### config.mk
export PLATFORM = sky130hd
export DESIGN_NAME = led_mode_sequencer
export DESIGN_NICKNAME = d
export VERILOG_FILES = /design/src/rtl/lms_pkg.sv /design/src/rtl/lms_regs.sv /design/src/rtl/lms_engine.sv /design/src/rtl/led_mode_sequencer.sv
export SDC_FILE = /design/constraint.sdc
export NUM_CORES = 1
export LEC_CHECK = 0
export BUFFER_PORTS_ARGS = -buffer_cell sky130_fd_sc_hd__buf_2
export CAP_MARGIN = 5
export CORE_MARGIN = 5
export CORE_UTILIZATION = 25
export DETAILED_ROUTE_END_ITERATION = 6
export GPL_ROUTABILITY_DRIVEN = 1
export PLACE_DENSITY = 0.49
export SLEW_MARGIN = 15
export SYNTH_ARGS = -nofsm -noshare
export SYNTH_HDL_FRONTEND = slang
export SYNTH_SLANG_ARGS = --single-unit
export TNS_END_PERCENT = 1
### constraint.sdc
create_clock -name clk -period 4.16 [get_ports clk]
set_input_delay 0 -clock clk [delete_from_list [all_inputs] [get_ports clk]]
set_output_delay 0 -clock clk [all_outputs]
set_load 0.02 [all_outputs]
### src/rtl/lms_pkg.sv
package lms_pkg;

  localparam int LEVEL_W = 13;
  localparam int STEP_W  = 8;
  localparam int DWELL_W = 10;
  localparam int ADDR_W  = 5;
  localparam int DATA_W  = 32;
  localparam int REG_W   = 3;

  typedef enum logic [1:0] {
    MODE_CHASE_UP,
    MODE_BLINK,
    MODE_CHASE_DOWN,
    MODE_BREATHE
  } mode_t;

  localparam logic [1:0] EVT_B1   = 2'd0;
  localparam logic [1:0] EVT_B2   = 2'd1;
  localparam logic [1:0] EVT_B3   = 2'd2;
  localparam logic [1:0] EVT_NONE = 2'd3;

  localparam logic [REG_W-1:0] REG_PWM_TOP          = 3'd0;
  localparam logic [REG_W-1:0] REG_RAMP_STEP        = 3'd1;
  localparam logic [REG_W-1:0] REG_DWELL_CHASE_UP   = 3'd2;
  localparam logic [REG_W-1:0] REG_DWELL_BLINK      = 3'd3;
  localparam logic [REG_W-1:0] REG_DWELL_CHASE_DOWN = 3'd4;
  localparam logic [REG_W-1:0] REG_DWELL_BREATHE    = 3'd5;

  localparam logic [LEVEL_W-1:0] LEVEL_MAX = 13'd8191;

  localparam logic [LEVEL_W-1:0] RST_PWM_TOP          = 13'd5000;
  localparam logic [STEP_W-1:0]  RST_RAMP_STEP        = 8'd50;
  localparam logic [DWELL_W-1:0] RST_DWELL_CHASE_UP   = 10'd300;
  localparam logic [DWELL_W-1:0] RST_DWELL_BLINK      = 10'd300;
  localparam logic [DWELL_W-1:0] RST_DWELL_CHASE_DOWN = 10'd200;
  localparam logic [DWELL_W-1:0] RST_DWELL_BREATHE    = 10'd10;

  typedef struct packed {
    logic [LEVEL_W-1:0] pwm_top;
    logic [STEP_W-1:0]  ramp_step;
    logic [DWELL_W-1:0] dwell_chase_up;
    logic [DWELL_W-1:0] dwell_blink;
    logic [DWELL_W-1:0] dwell_chase_down;
    logic [DWELL_W-1:0] dwell_breathe;
  } cfg_t;

  typedef struct packed {
    logic               pwm_enable;
    logic [LEVEL_W-1:0] pwm_level;
    mode_t              mode;
    logic [DWELL_W-1:0] dwell_ms;
  } stat_t;

  function automatic mode_t next_mode(mode_t cur, logic [1:0] evt);
    mode_t m;
    m = cur;
    unique case (cur)
      MODE_CHASE_UP: begin
        unique case (evt)
          EVT_B1:   m = MODE_CHASE_DOWN;
          EVT_B2:   m = MODE_BLINK;
          EVT_B3:   m = MODE_BREATHE;
          EVT_NONE: m = MODE_CHASE_UP;
        endcase
      end
      MODE_BLINK: begin
        unique case (evt)
          EVT_B1:   m = MODE_CHASE_UP;
          EVT_B2:   m = MODE_CHASE_DOWN;
          EVT_B3:   m = MODE_BREATHE;
          EVT_NONE: m = MODE_BLINK;
        endcase
      end
      MODE_CHASE_DOWN: begin
        unique case (evt)
          EVT_B1:   m = MODE_BLINK;
          EVT_B2:   m = MODE_CHASE_UP;
          EVT_B3:   m = MODE_BREATHE;
          EVT_NONE: m = MODE_CHASE_DOWN;
        endcase
      end
      MODE_BREATHE: begin
        m = (evt == EVT_NONE) ? MODE_BREATHE : MODE_CHASE_UP;
      end
    endcase
    return m;
  endfunction

endpackage

### src/rtl/lms_regs.sv
module lms_regs (
  input  logic                       clk,
  input  logic                       rst_n,
  input  logic                       psel,
  input  logic                       penable,
  input  logic                       pwrite,
  input  logic [lms_pkg::ADDR_W-1:0] paddr,
  input  logic [lms_pkg::DATA_W-1:0] pwdata,
  output logic [lms_pkg::DATA_W-1:0] prdata,
  output logic                       pready,
  output lms_pkg::cfg_t              cfg
);
  import lms_pkg::*;

  cfg_t             cfg_r;
  logic [REG_W-1:0] reg_idx;
  logic             wr_en;

  assign reg_idx = paddr[ADDR_W-1:2];
  assign wr_en   = psel && penable && pwrite;
  assign pready  = 1'b1;
  assign cfg     = cfg_r;

  always_ff @(posedge clk) begin
    if (!rst_n) begin
      cfg_r.pwm_top          <= RST_PWM_TOP;
      cfg_r.ramp_step        <= RST_RAMP_STEP;
      cfg_r.dwell_chase_up   <= RST_DWELL_CHASE_UP;
      cfg_r.dwell_blink      <= RST_DWELL_BLINK;
      cfg_r.dwell_chase_down <= RST_DWELL_CHASE_DOWN;
      cfg_r.dwell_breathe    <= RST_DWELL_BREATHE;
    end else if (wr_en) begin
      unique case (reg_idx)
        REG_PWM_TOP:          cfg_r.pwm_top          <= pwdata[LEVEL_W-1:0];
        REG_RAMP_STEP:        cfg_r.ramp_step        <= pwdata[STEP_W-1:0];
        REG_DWELL_CHASE_UP:   cfg_r.dwell_chase_up   <= pwdata[DWELL_W-1:0];
        REG_DWELL_BLINK:      cfg_r.dwell_blink      <= pwdata[DWELL_W-1:0];
        REG_DWELL_CHASE_DOWN: cfg_r.dwell_chase_down <= pwdata[DWELL_W-1:0];
        REG_DWELL_BREATHE:    cfg_r.dwell_breathe    <= pwdata[DWELL_W-1:0];
        default: ;
      endcase
    end
  end

  always_comb begin
    unique case (reg_idx)
      REG_PWM_TOP:          prdata = DATA_W'(cfg_r.pwm_top);
      REG_RAMP_STEP:        prdata = DATA_W'(cfg_r.ramp_step);
      REG_DWELL_CHASE_UP:   prdata = DATA_W'(cfg_r.dwell_chase_up);
      REG_DWELL_BLINK:      prdata = DATA_W'(cfg_r.dwell_blink);
      REG_DWELL_CHASE_DOWN: prdata = DATA_W'(cfg_r.dwell_chase_down);
      REG_DWELL_BREATHE:    prdata = DATA_W'(cfg_r.dwell_breathe);
      default:              prdata = '0;
    endcase
  end

endmodule

### src/rtl/lms_engine.sv
module lms_engine #(
  parameter int LED_COUNT = 4
) (
  input  logic                 clk,
  input  logic                 rst_n,
  input  logic                 fire,
  input  logic [1:0]           evt,
  input  lms_pkg::cfg_t        cfg,
  output logic [LED_COUNT-1:0] pins_nxt,
  output lms_pkg::stat_t       stat_nxt
);
  import lms_pkg::*;

  localparam int IDX_W = $clog2(LED_COUNT);
  localparam logic [IDX_W-1:0] IDX_LAST = IDX_W'(LED_COUNT - 1);

  mode_t              mode_r, mode_nxt;
  logic [IDX_W-1:0]   idx_r, idx_nxt, other;
  logic [LED_COUNT-1:0] pins_r, pins_w;
  logic [LEVEL_W-1:0] ramp_r, ramp_nxt;
  logic               up_r, up_nxt;
  logic               pwm_on_r, pwm_on_nxt;
  logic [LEVEL_W-1:0] applied_r, applied_nxt;
  logic [LEVEL_W:0]   ramp_sum;
  logic [LEVEL_W-1:0] step_ext;

  assign step_ext = LEVEL_W'(cfg.ramp_step);
  assign ramp_sum = {1'b0, ramp_r} + {1'b0, step_ext};

  always_comb begin
    mode_nxt    = next_mode(mode_r, evt);
    idx_nxt     = idx_r;
    pins_w      = pins_r;
    ramp_nxt    = ramp_r;
    up_nxt      = up_r;
    pwm_on_nxt  = pwm_on_r;
    applied_nxt = applied_r;
    other       = '0;

    // mode change: leave the old mode, enter the new one
    if (mode_nxt != mode_r) begin
      if (mode_r == MODE_BREATHE) begin
        applied_nxt = '0;
        pwm_on_nxt  = 1'b0;
      end
      pins_w  = '0;
      idx_nxt = (mode_nxt == MODE_CHASE_DOWN) ? IDX_LAST : '0;
      if (mode_nxt == MODE_BREATHE) begin
        pwm_on_nxt = 1'b1;
        up_nxt     = 1'b1;
      end
    end

    unique case (mode_nxt)
      MODE_CHASE_UP: begin
        other = (idx_nxt != '0) ? idx_nxt - 1'b1 : IDX_LAST;
        pins_w[other]   = 1'b0;
        pins_w[idx_nxt] = 1'b1;
        idx_nxt = (idx_nxt == IDX_LAST) ? '0 : idx_nxt + 1'b1;
      end
      MODE_BLINK: begin
        pins_w = (|pins_w) ? '0 : '1;
      end
      MODE_CHASE_DOWN: begin
        other = (idx_nxt != IDX_LAST) ? idx_nxt + 1'b1 : '0;
        pins_w[other]   = 1'b0;
        pins_w[idx_nxt] = 1'b1;
        idx_nxt = (idx_nxt == '0) ? IDX_LAST : idx_nxt - 1'b1;
      end
      MODE_BREATHE: begin
        applied_nxt = ramp_r;
        if (up_nxt) begin
          ramp_nxt = ramp_sum[LEVEL_W] ? LEVEL_MAX : ramp_sum[LEVEL_W-1:0];
          if (ramp_nxt >= cfg.pwm_top) up_nxt = 1'b0;
        end else begin
          ramp_nxt = (ramp_r > step_ext) ? ramp_r - step_ext : '0;
          if (ramp_nxt == '0) up_nxt = 1'b1;
        end
      end
    endcase
  end

  always_comb begin
    pins_nxt            = pins_w;
    stat_nxt.pwm_enable = pwm_on_nxt;
    stat_nxt.pwm_level  = applied_nxt;
    stat_nxt.mode       = mode_nxt;
    unique case (mode_nxt)
      MODE_CHASE_UP:   stat_nxt.dwell_ms = cfg.dwell_chase_up;
      MODE_BLINK:      stat_nxt.dwell_ms = cfg.dwell_blink;
      MODE_CHASE_DOWN: stat_nxt.dwell_ms = cfg.dwell_chase_down;
      MODE_BREATHE:    stat_nxt.dwell_ms = cfg.dwell_breathe;
    endcase
  end

  always_ff @(posedge clk) begin
    if (!rst_n) begin
      mode_r    <= MODE_CHASE_UP;
      idx_r     <= '0;
      pins_r    <= '0;
      ramp_r    <= '0;
      up_r      <= 1'b0;
      pwm_on_r  <= 1'b0;
      applied_r <= '0;
    end else if (fire) begin
      mode_r    <= mode_nxt;
      idx_r     <= idx_nxt;
      pins_r    <= pins_w;
      ramp_r    <= ramp_nxt;
      up_r      <= up_nxt;
      pwm_on_r  <= pwm_on_nxt;
      applied_r <= applied_nxt;
    end
  end

endmodule

### src/rtl/led_mode_sequencer.sv
// Four-mode LED sequencer. Each input beat ends one dwell period and carries the
// button event seen (0 b1, 1 b2, 2 b3, 3 none); each one yields exactly one result
// beat with the LED pins, PWM enable and level, the current mode and the dwell of
// the coming period. A beat is taken into an input register; the mode and LED state
// update as the result register loads, which a stall on the result side can delay,
// and one beat per cycle is sustained while the result side does not stall, set by
// the single state-update step between the two registers. A stall on the result
// side holds the input register and reaches in_stall in the same cycle.
// Registers sit on the APB-style port at byte addresses 0x00 pwm_top, 0x04
// ramp_step, 0x08 to 0x14 the dwells of chase up, blink, chase down and breathe;
// write them only while no beat is in flight.
module led_mode_sequencer #(
  parameter int LED_COUNT = 4
) (
  input  logic                           clk,
  input  logic                           rst_n,
  input  logic                           in_valid,
  output logic                           in_stall,
  input  logic [1:0]                     in_button_event,
  output logic                           out_valid,
  input  logic                           out_stall,
  output logic [LED_COUNT-1:0]           out_led_pins,
  output logic                           out_pwm_enable,
  output logic [lms_pkg::LEVEL_W-1:0]    out_pwm_level,
  output logic [1:0]                     out_mode,
  output logic [lms_pkg::DWELL_W-1:0]    out_dwell_ms,
  input  logic                           psel,
  input  logic                           penable,
  input  logic                           pwrite,
  input  logic [lms_pkg::ADDR_W-1:0]     paddr,
  input  logic [lms_pkg::DATA_W-1:0]     pwdata,
  output logic [lms_pkg::DATA_W-1:0]     prdata,
  output logic                           pready
);
  import lms_pkg::*;

  cfg_t                 cfg;
  logic                 in_valid_r;
  logic [1:0]           evt_r;
  logic                 fire;
  logic                 in_take;
  logic [LED_COUNT-1:0] pins_nxt;
  stat_t                stat_nxt;
  logic                 out_valid_r;
  logic [LED_COUNT-1:0] pins_r;
  stat_t                stat_r;

  lms_regs u_regs (
    .clk     (clk),
    .rst_n   (rst_n),
    .psel    (psel),
    .penable (penable),
    .pwrite  (pwrite),
    .paddr   (paddr),
    .pwdata  (pwdata),
    .prdata  (prdata),
    .pready  (pready),
    .cfg     (cfg)
  );

  lms_engine #(
    .LED_COUNT (LED_COUNT)
  ) u_engine (
    .clk      (clk),
    .rst_n    (rst_n),
    .fire     (fire),
    .evt      (evt_r),
    .cfg      (cfg),
    .pins_nxt (pins_nxt),
    .stat_nxt (stat_nxt)
  );

  assign fire     = in_valid_r && (!out_valid_r || !out_stall);
  assign in_stall = in_valid_r && !fire;
  assign in_take  = in_valid && !in_stall;

  always_ff @(posedge clk) begin
    if (!rst_n) begin
      in_valid_r <= 1'b0;
    end else if (in_take) begin
      in_valid_r <= 1'b1;
    end else if (fire) begin
      in_valid_r <= 1'b0;
    end
  end

  always_ff @(posedge clk) begin
    if (in_take) begin
      evt_r <= in_button_event;
    end
  end

  always_ff @(posedge clk) begin
    if (!rst_n) begin
      out_valid_r <= 1'b0;
    end else if (fire) begin
      out_valid_r <= 1'b1;
    end else if (!out_stall) begin
      out_valid_r <= 1'b0;
    end
  end

  always_ff @(posedge clk) begin
    if (fire) begin
      pins_r <= pins_nxt;
      stat_r <= stat_nxt;
    end
  end

  assign out_valid      = out_valid_r;
  assign out_led_pins   = pins_r;
  assign out_pwm_enable = stat_r.pwm_enable;
  assign out_pwm_level  = stat_r.pwm_level;
  assign out_mode       = stat_r.mode;
  assign out_dwell_ms   = stat_r.dwell_ms;

  a_fire_loads_out: assert property (@(posedge clk) disable iff (!rst_n)
    fire |=> out_valid_r)
    else $error("result register not loaded after update");

  a_pwm_only_breathe: assert property (@(posedge clk) disable iff (!rst_n)
    out_valid && out_pwm_enable |-> out_mode == MODE_BREATHE)
    else $error("pwm enabled outside breathe mode");

  a_level_zero_off: assert property (@(posedge clk) disable iff (!rst_n)
    out_valid && out_mode != MODE_BREATHE |-> out_pwm_level == '0)
    else $error("pwm level nonzero outside breathe mode");

  a_pins_dark_breathe: assert property (@(posedge clk) disable iff (!rst_n)
    out_valid && out_mode == MODE_BREATHE |-> out_led_pins == '0)
    else $error("led pins driven in breathe mode");

endmodule

## Word level (Yosys, flattened, before mapping)

Cells that the tools add are included.

| operators by class | value |
|---|---|
| $add $sub $neg | 4 |
| order comparisons | 8 |
| equal/unequal tests | 18 |
| mux-type cells | 42 |
| bitwise logic cells | 6 |
| reduce and logical (&&, ||, !) cells | 29 |

Operators with widths:

| cell | number |
|---|---|
| 2-to-1 mux 13 bit | 6 |
| case mux 13 bit (6 select lines) | 1 |
| case mux 10 bit (4 select lines) | 1 |
| case mux 2 bit (4 select lines) | 4 |
| 2-to-1 mux 1 bit | 16 |
| adder 13 x 8 -> 14 bit | 1 |
| == test 2 bit, second input constant | 7 |
| 2-to-1 mux 2 bit | 7 |
| AND reduction 2 bit | 7 |
| greater-or-equal comparator 13 bit | 1 |
| > comparator 13 x 8 -> 1 bit | 1 |
| zero test 13 bit | 1 |
| subtractor 13 x 8 -> 13 bit | 1 |
| case mux 4 bit (3 select lines) | 1 |
| < comparator 2 x 3 -> 1 bit, second input constant | 3 |
| AND 4 bit | 2 |
| logical AND 1 bit | 8 |
| zero test 2 bit | 4 |
| 2-to-1 mux 4 bit | 2 |
| NOT 4 bit | 2 |
| bitwise OR 4 bit | 2 |
| demux 1 bit (select 2 bit) | 3 |
| == test 2 x 1 -> 1 bit, second input constant | 3 |
| == test 3 x 2 -> 1 bit, second input constant | 2 |
| 14 further kinds | 21 |

| word-level totals | value |
|---|---|
| register bits after elaboration | 131 |
| input bits | 46 |
| output and inout bits | 65 |
| logic and storage cells | 128 |

## Depth between registers and ports, before layout

| depth | value |
|---|---|
| depth in word-level cells | 16 |
| mapped depth | 17 |
| mapped depth without buffers | 16 |

## Modules after synthesis

From an unflattened synthesis, not the netlist that was laid out.

| second synthesis, totals | value |
|---|---|
| cell total of the unflattened synthesis | 916 |
| area total of the unflattened synthesis | 8095.3 µm² |

Modules (own cells, without submodules):

| module | instances | cells an instance | area an instance (µm²) | sequential area each (µm²) |
|---|---|---|---|---|
| lms_engine | 1 | 553 | 4062.6 | 720.7 |
| lms_regs | 1 | 323 | 2987.9 | 1221.2 |
| led_mode_sequencer | 1 | 40 | 1044.8 | 1001.0 |

## Worst setup path before layout

OpenSTA, ideal clock, no wires.

| timing path | value |
|---|---|
| path kind | reg2reg |
| start point | register u_regs.cfg_r (netlist bit u_regs.cfg[46]) |
| end point | register u_engine.up_r |
| library setup time | 0.095 ns |
| data arrival time | 3.155 ns |
| required time | 4.065 ns |
| slack | 0.910 ns |
| cell stages (with the launch flop) | 18 |
| path buffers | 2 |
| clock period less this slack | 3.250 ns |
| cell sequence | dfxtp_1 inv_1 ha_1 buf_6 nor2b_1 nor4_1 a211oi_2 o211ai_2 clkbuf_1 and2_1 ha_1 nand2b_1 a21o_1 a211o_1 o2111ai_1 and4_1 o21ai_0 o311ai_1 |

| between the ends | value |
|---|---|
| cells in the longest elaborated chain, start to end | 6 |
| elaborated cells on any way between the ends | 11 |
| classes of those cells | 2 x add/sub; 2 x order compare; 6 x mux; 1 x reduce/logical |

Ends and longest elaborated chain:

| item | RTL line | text |
|---|---|---|
| from (decl) | lms_regs.sv:15 | `cfg_t cfg_r;` |
| adder 13 x 8 -> 14 bit (tied with other cells) | lms_engine.sv:28 | `assign ramp_sum = {1'b0, ramp_r} + {1'b0, step_ext};` |
| 2-to-1 mux 13 bit, on equally long branches | lms_engine.sv:73, lms_engine.sv:76 |  |
| greater-or-equal comparator 13 bit / zero test 13 bit (equally long branches) | lms_engine.sv:74, lms_engine.sv:77 |  |
| 2-to-1 mux 1 bit, on equally long branches | lms_engine.sv:74, lms_engine.sv:77 |  |
| 2-to-1 mux 1 bit * | lms_engine.sv:72 | `if (up_nxt) begin` |
| 2-to-1 mux 1 bit * | lms_engine.sv:54 | `unique case (mode_nxt)` |
| to (signal assigned) | lms_engine.sv:110 | `up_r <= up_nxt;` |
| to (decl) | lms_engine.sv:21 | `logic up_r, up_nxt;` |

Every way passes the cells marked *; elsewhere a longest branch is shown, timed or not.
A chain may end at the register's enable or synchronous reset.

## Worst setup path in the final report

Same ends and word-level chain as after synthesis.

==> flow_summary.ini <==
[outcome]
run_status = completed

[logic_synthesis]
post-synth-top-area-fraction = 0.252
post_synthesis_cell_area_um2 = 7880
synth_warnings = 0
synth.area.top_cells = dfxtp_1 (25%), edfxtp_1 (12%), ha_1 (6.4%)
synthesis.instances = 881
synth-seq-cells = 131
postSynth.topFlopCell = dfxtp_1
ys_async_sr_fraction = 0
post_synth.cell_area_avg_um2 = 8.94
synth_enable_flop_cells = 32
yosysSeqAreaShare = 0.374
post-synth-top-area-cell = dfxtp_1
yosys.cell_types.count = 74

[finish]
fin_area_um2 = 9330
area_delta_synth_final_pct = 18.5
num-fill-cells = 3259
drive_above_1_share = 0.156
count_of_inserted_antenna_diode_cells = 0
finalNetCount = 1035

[worst_hold_path]
min_path_type = primary input to register

[power]
cellLeakagePower_nw = 3.72
power.internal_mw = 2.39
power_frac_clock = 0.432
vdd_drop_max_mv = 0.193
total_switching_power_mw = 1.10
power_dens_cells_nw_per_um2 = 374
pwr-share-seq = 0.400
p_sw_frac = 0.315
design_power_total_mw = 3.49
power_frac_comb = 0.168

[drt]
drc_errors = 0
ant_nets = 0
detail_route.iter0.violations = 352
post_dr_vias_cell = 4.77
vias = 6501
routedWlPerCell_um = 16.2
drt_first_pass_iters = 6
wl_um = 22100

[die]
die-area_um2 = 35200
die_width_um = 188
io_pins = 111
initial_utilization = 0.252
design.core.area_um2 = 31300
placementRows = 65
chipHeight_um = 188

[global_routing]
global_route.overflow_total = 0
first_global_vias = 6426
gr-usage-all-layers = 0.125
grt_max_degree = 100
grt_first_pass_wirelength_um = 35800
antenna_found_initial = 0

[clock_tree]
cts.repair.resized = 0
clk-insertion-delay-late_ns = 0.43
cts_max_path_buffers = 2
clockRootBuffer = clkbuf_16
clock_sink_count = 131
htree_num_levels = 4
clock_tree_from_tritoncts = done
cts.clk_slew.worst_paths_ns = 0.08
cts_made_buffers = 17

[critical_path]
setup.worst_path.end_class = register
required_ns = 4.46
cp_max_stage_delay_ns = 0.54
critical_path_launch_point_type = register
timing.critical_path.cells = inv_1, ha_1, nor2b_1, nor4_1, a211oi_2, o211ai_2, buf_4, nand2_1, ha_1, and4_1, o2111ai_1, and4_1, o21ai_0, o311ai_1
path_class = register to register
critical_path_peak_fanout = 12
worst_path_max_delay_cell = ha_1
worstPathArrival_ns = 3.91

[placement]
dp.final_hpwl_um = 15500
place_area_um2 = 8540
place_congestion = 0.841
port_buffers = 69

[sta]
tightest_slew_ns = 1.01
rsz_0062_raised_after_global_routing = false
fin_setup_tns_ns = 0
timing_max_transition_violations_final = 0
finalClockSkew_ns = 0.0141
setup_viol = 0
min_period_ns = 3.62
hold-worst-slack_ns = 0.0985
fmax_mhz = 277
post-route-period-util = 0.869
slew_headroom = 0.322
final_hold_viol_count = 0

[run]
max_cap_violations = 0
stage by stage:
step           instances  setup slack [ns]   util
2_1_floorplan        899             0.910      -
3_3_place_gp        1310             0.591  0.273
3_5_place_dp        1310             0.600  0.273
4_1_cts             1362             0.557  0.298
5_1_grt             1362             0.277  0.298
6_report            1362             0.544  0.298
cells in the mapped netlist (all sizes together), types with 5 or more instances:
master	count
o211a	15
and2	6
nor4	7
o221ai	6
dfxtp	99
o211ai	11
a22oi	18
a21o	7
nor2	41
buf	34
nor2b	37
xnor2	11
nor3	15
ha	40
edfxtp	32
a21oi	37
and3	9
nand2b	24
a21boi	15
o21ai	48
mux4	10
nand2	107
inv	52
o22ai	5
o41ai	6
a211oi	12
clkbuf	39
mux2i	40
nand3	34
logic make-up after synthesis:
group	synth area share
AOI/OAI and AO/OA	0.202
xor gates and xnor gates	0.0165
adders and majority gates	0.0686
buffers and inverters	0.0734
DFF	0.374
muxes	0.0823
other	0.000953
and+or+nand+nor	0.183
worst paths after layout:
path | from | cells past startpoint | slack, ns | end
worst min register to register | u_regs.cfg[21] | 2 | 0.49 | u_regs.cfg[21]
worst max register to register | u_regs.cfg[46] | 14 | 0.54 | u_engine.up_r
worst max-delay path | u_regs.cfg[46] | 14 | 0.54 | u_engine.up_r
worst min-delay path | pwrite | 5 | 0.1 | u_regs.cfg[3]
what timing repair did:
item,in CTS,in global routing
buffers inserted,0,0
hold buffers,20,0
endpoints found under the hold margin,68,0
cell usage in the layout, fill, tap and decap left out, types with 5 or more instances in the layout:
cell type / count
a211oi_1: 9
a21boi_0: 14
a21o_1: 6
a21oi_1: 34
a22oi_1: 18
and2_1: 6
and3_1: 9
buf_2: 69
buf_4: 13
clkbuf_16: 17
conb_1: 20
dfxtp_1: 99
dlygate4sd3_1: 20
edfxtp_1: 32
ha_1: 40
inv_1: 48
inv_6: 7
mux2i_1: 40
mux4_2: 10
nand2_1: 107
nand2b_1: 24
nand3_1: 34
nor2_1: 40
nor2b_1: 37
nor3_1: 13
nor4_1: 6
o211a_1: 15
o211ai_1: 10
o21ai_0: 38
o21ai_1: 9
o221ai_1: 6
o22ai_1: 5
o41ai_1: 6
xnor2_1: 11
final cells by class:
class                           instances  area (µm²)  share of cell area
Clock inverter                         15         171              0.0184
Tap cell                              402         503              0.0539
Timing Repair Buffer                  102         643              0.0689
Clock buffer                           17         425              0.0456
Sequential cell                       131        2940               0.315
Multi-Input combinational cell        643        4450               0.477
Inverter                               52         195              0.0209
critical path: cells and delay by family (launching register included):
| kind | cells | cell delay [ns] |
|---|---|---|
| adder cells (fa/ha/maj) | 2 | 0.84 |
| AND/OR/NAND/NOR | 5 | 1.04 |
| buffers and inverters | 2 | 0.30 |
| flip-flops | 1 | 0.41 |
| AO/OA/AOI/OAI | 5 | 0.89 |
flip-flops by register name, indices dropped and copies added (netlist names):
name and count:
u_engine.ramp_r 13, u_engine.idx_r 2, u_engine.pwm_on_r 1, in_valid_r 1, u_engine.up_r 1, out_valid 1, u_engine.mode_r 2, out_pwm_enable 1
out_dwell_ms 10, out_mode 2, u_engine.applied_r 13, evt_r 2, u_regs.cfg 61, out_led_pins 4, u_engine.pins_r 4, out_pwm_level 13
power groups by stage:
stage / Combinational (mW) / Sequential (mW) / Clock [mW]
global route: 0.647 / 1.40 / 1.62
floorplan: 0.406 / 1.44 / 0
detailed placement: 0.573 / 1.42 / 0
global placement: 0.570 / 1.42 / 0
finish: 0.585 / 1.39 / 1.51
CTS: 0.590 / 1.40 / 1.56
per-layer routing:
layer	vias up	routed length (µm)	track usage
met5	-	0	0
met3	20	575	0.0240
met4	0	360	0.0364
li1	3252	-	-
met1	3130	10500	0.163
met2	99	10700	0.212
Note: power is estimated with default switching activity, not from simulation.
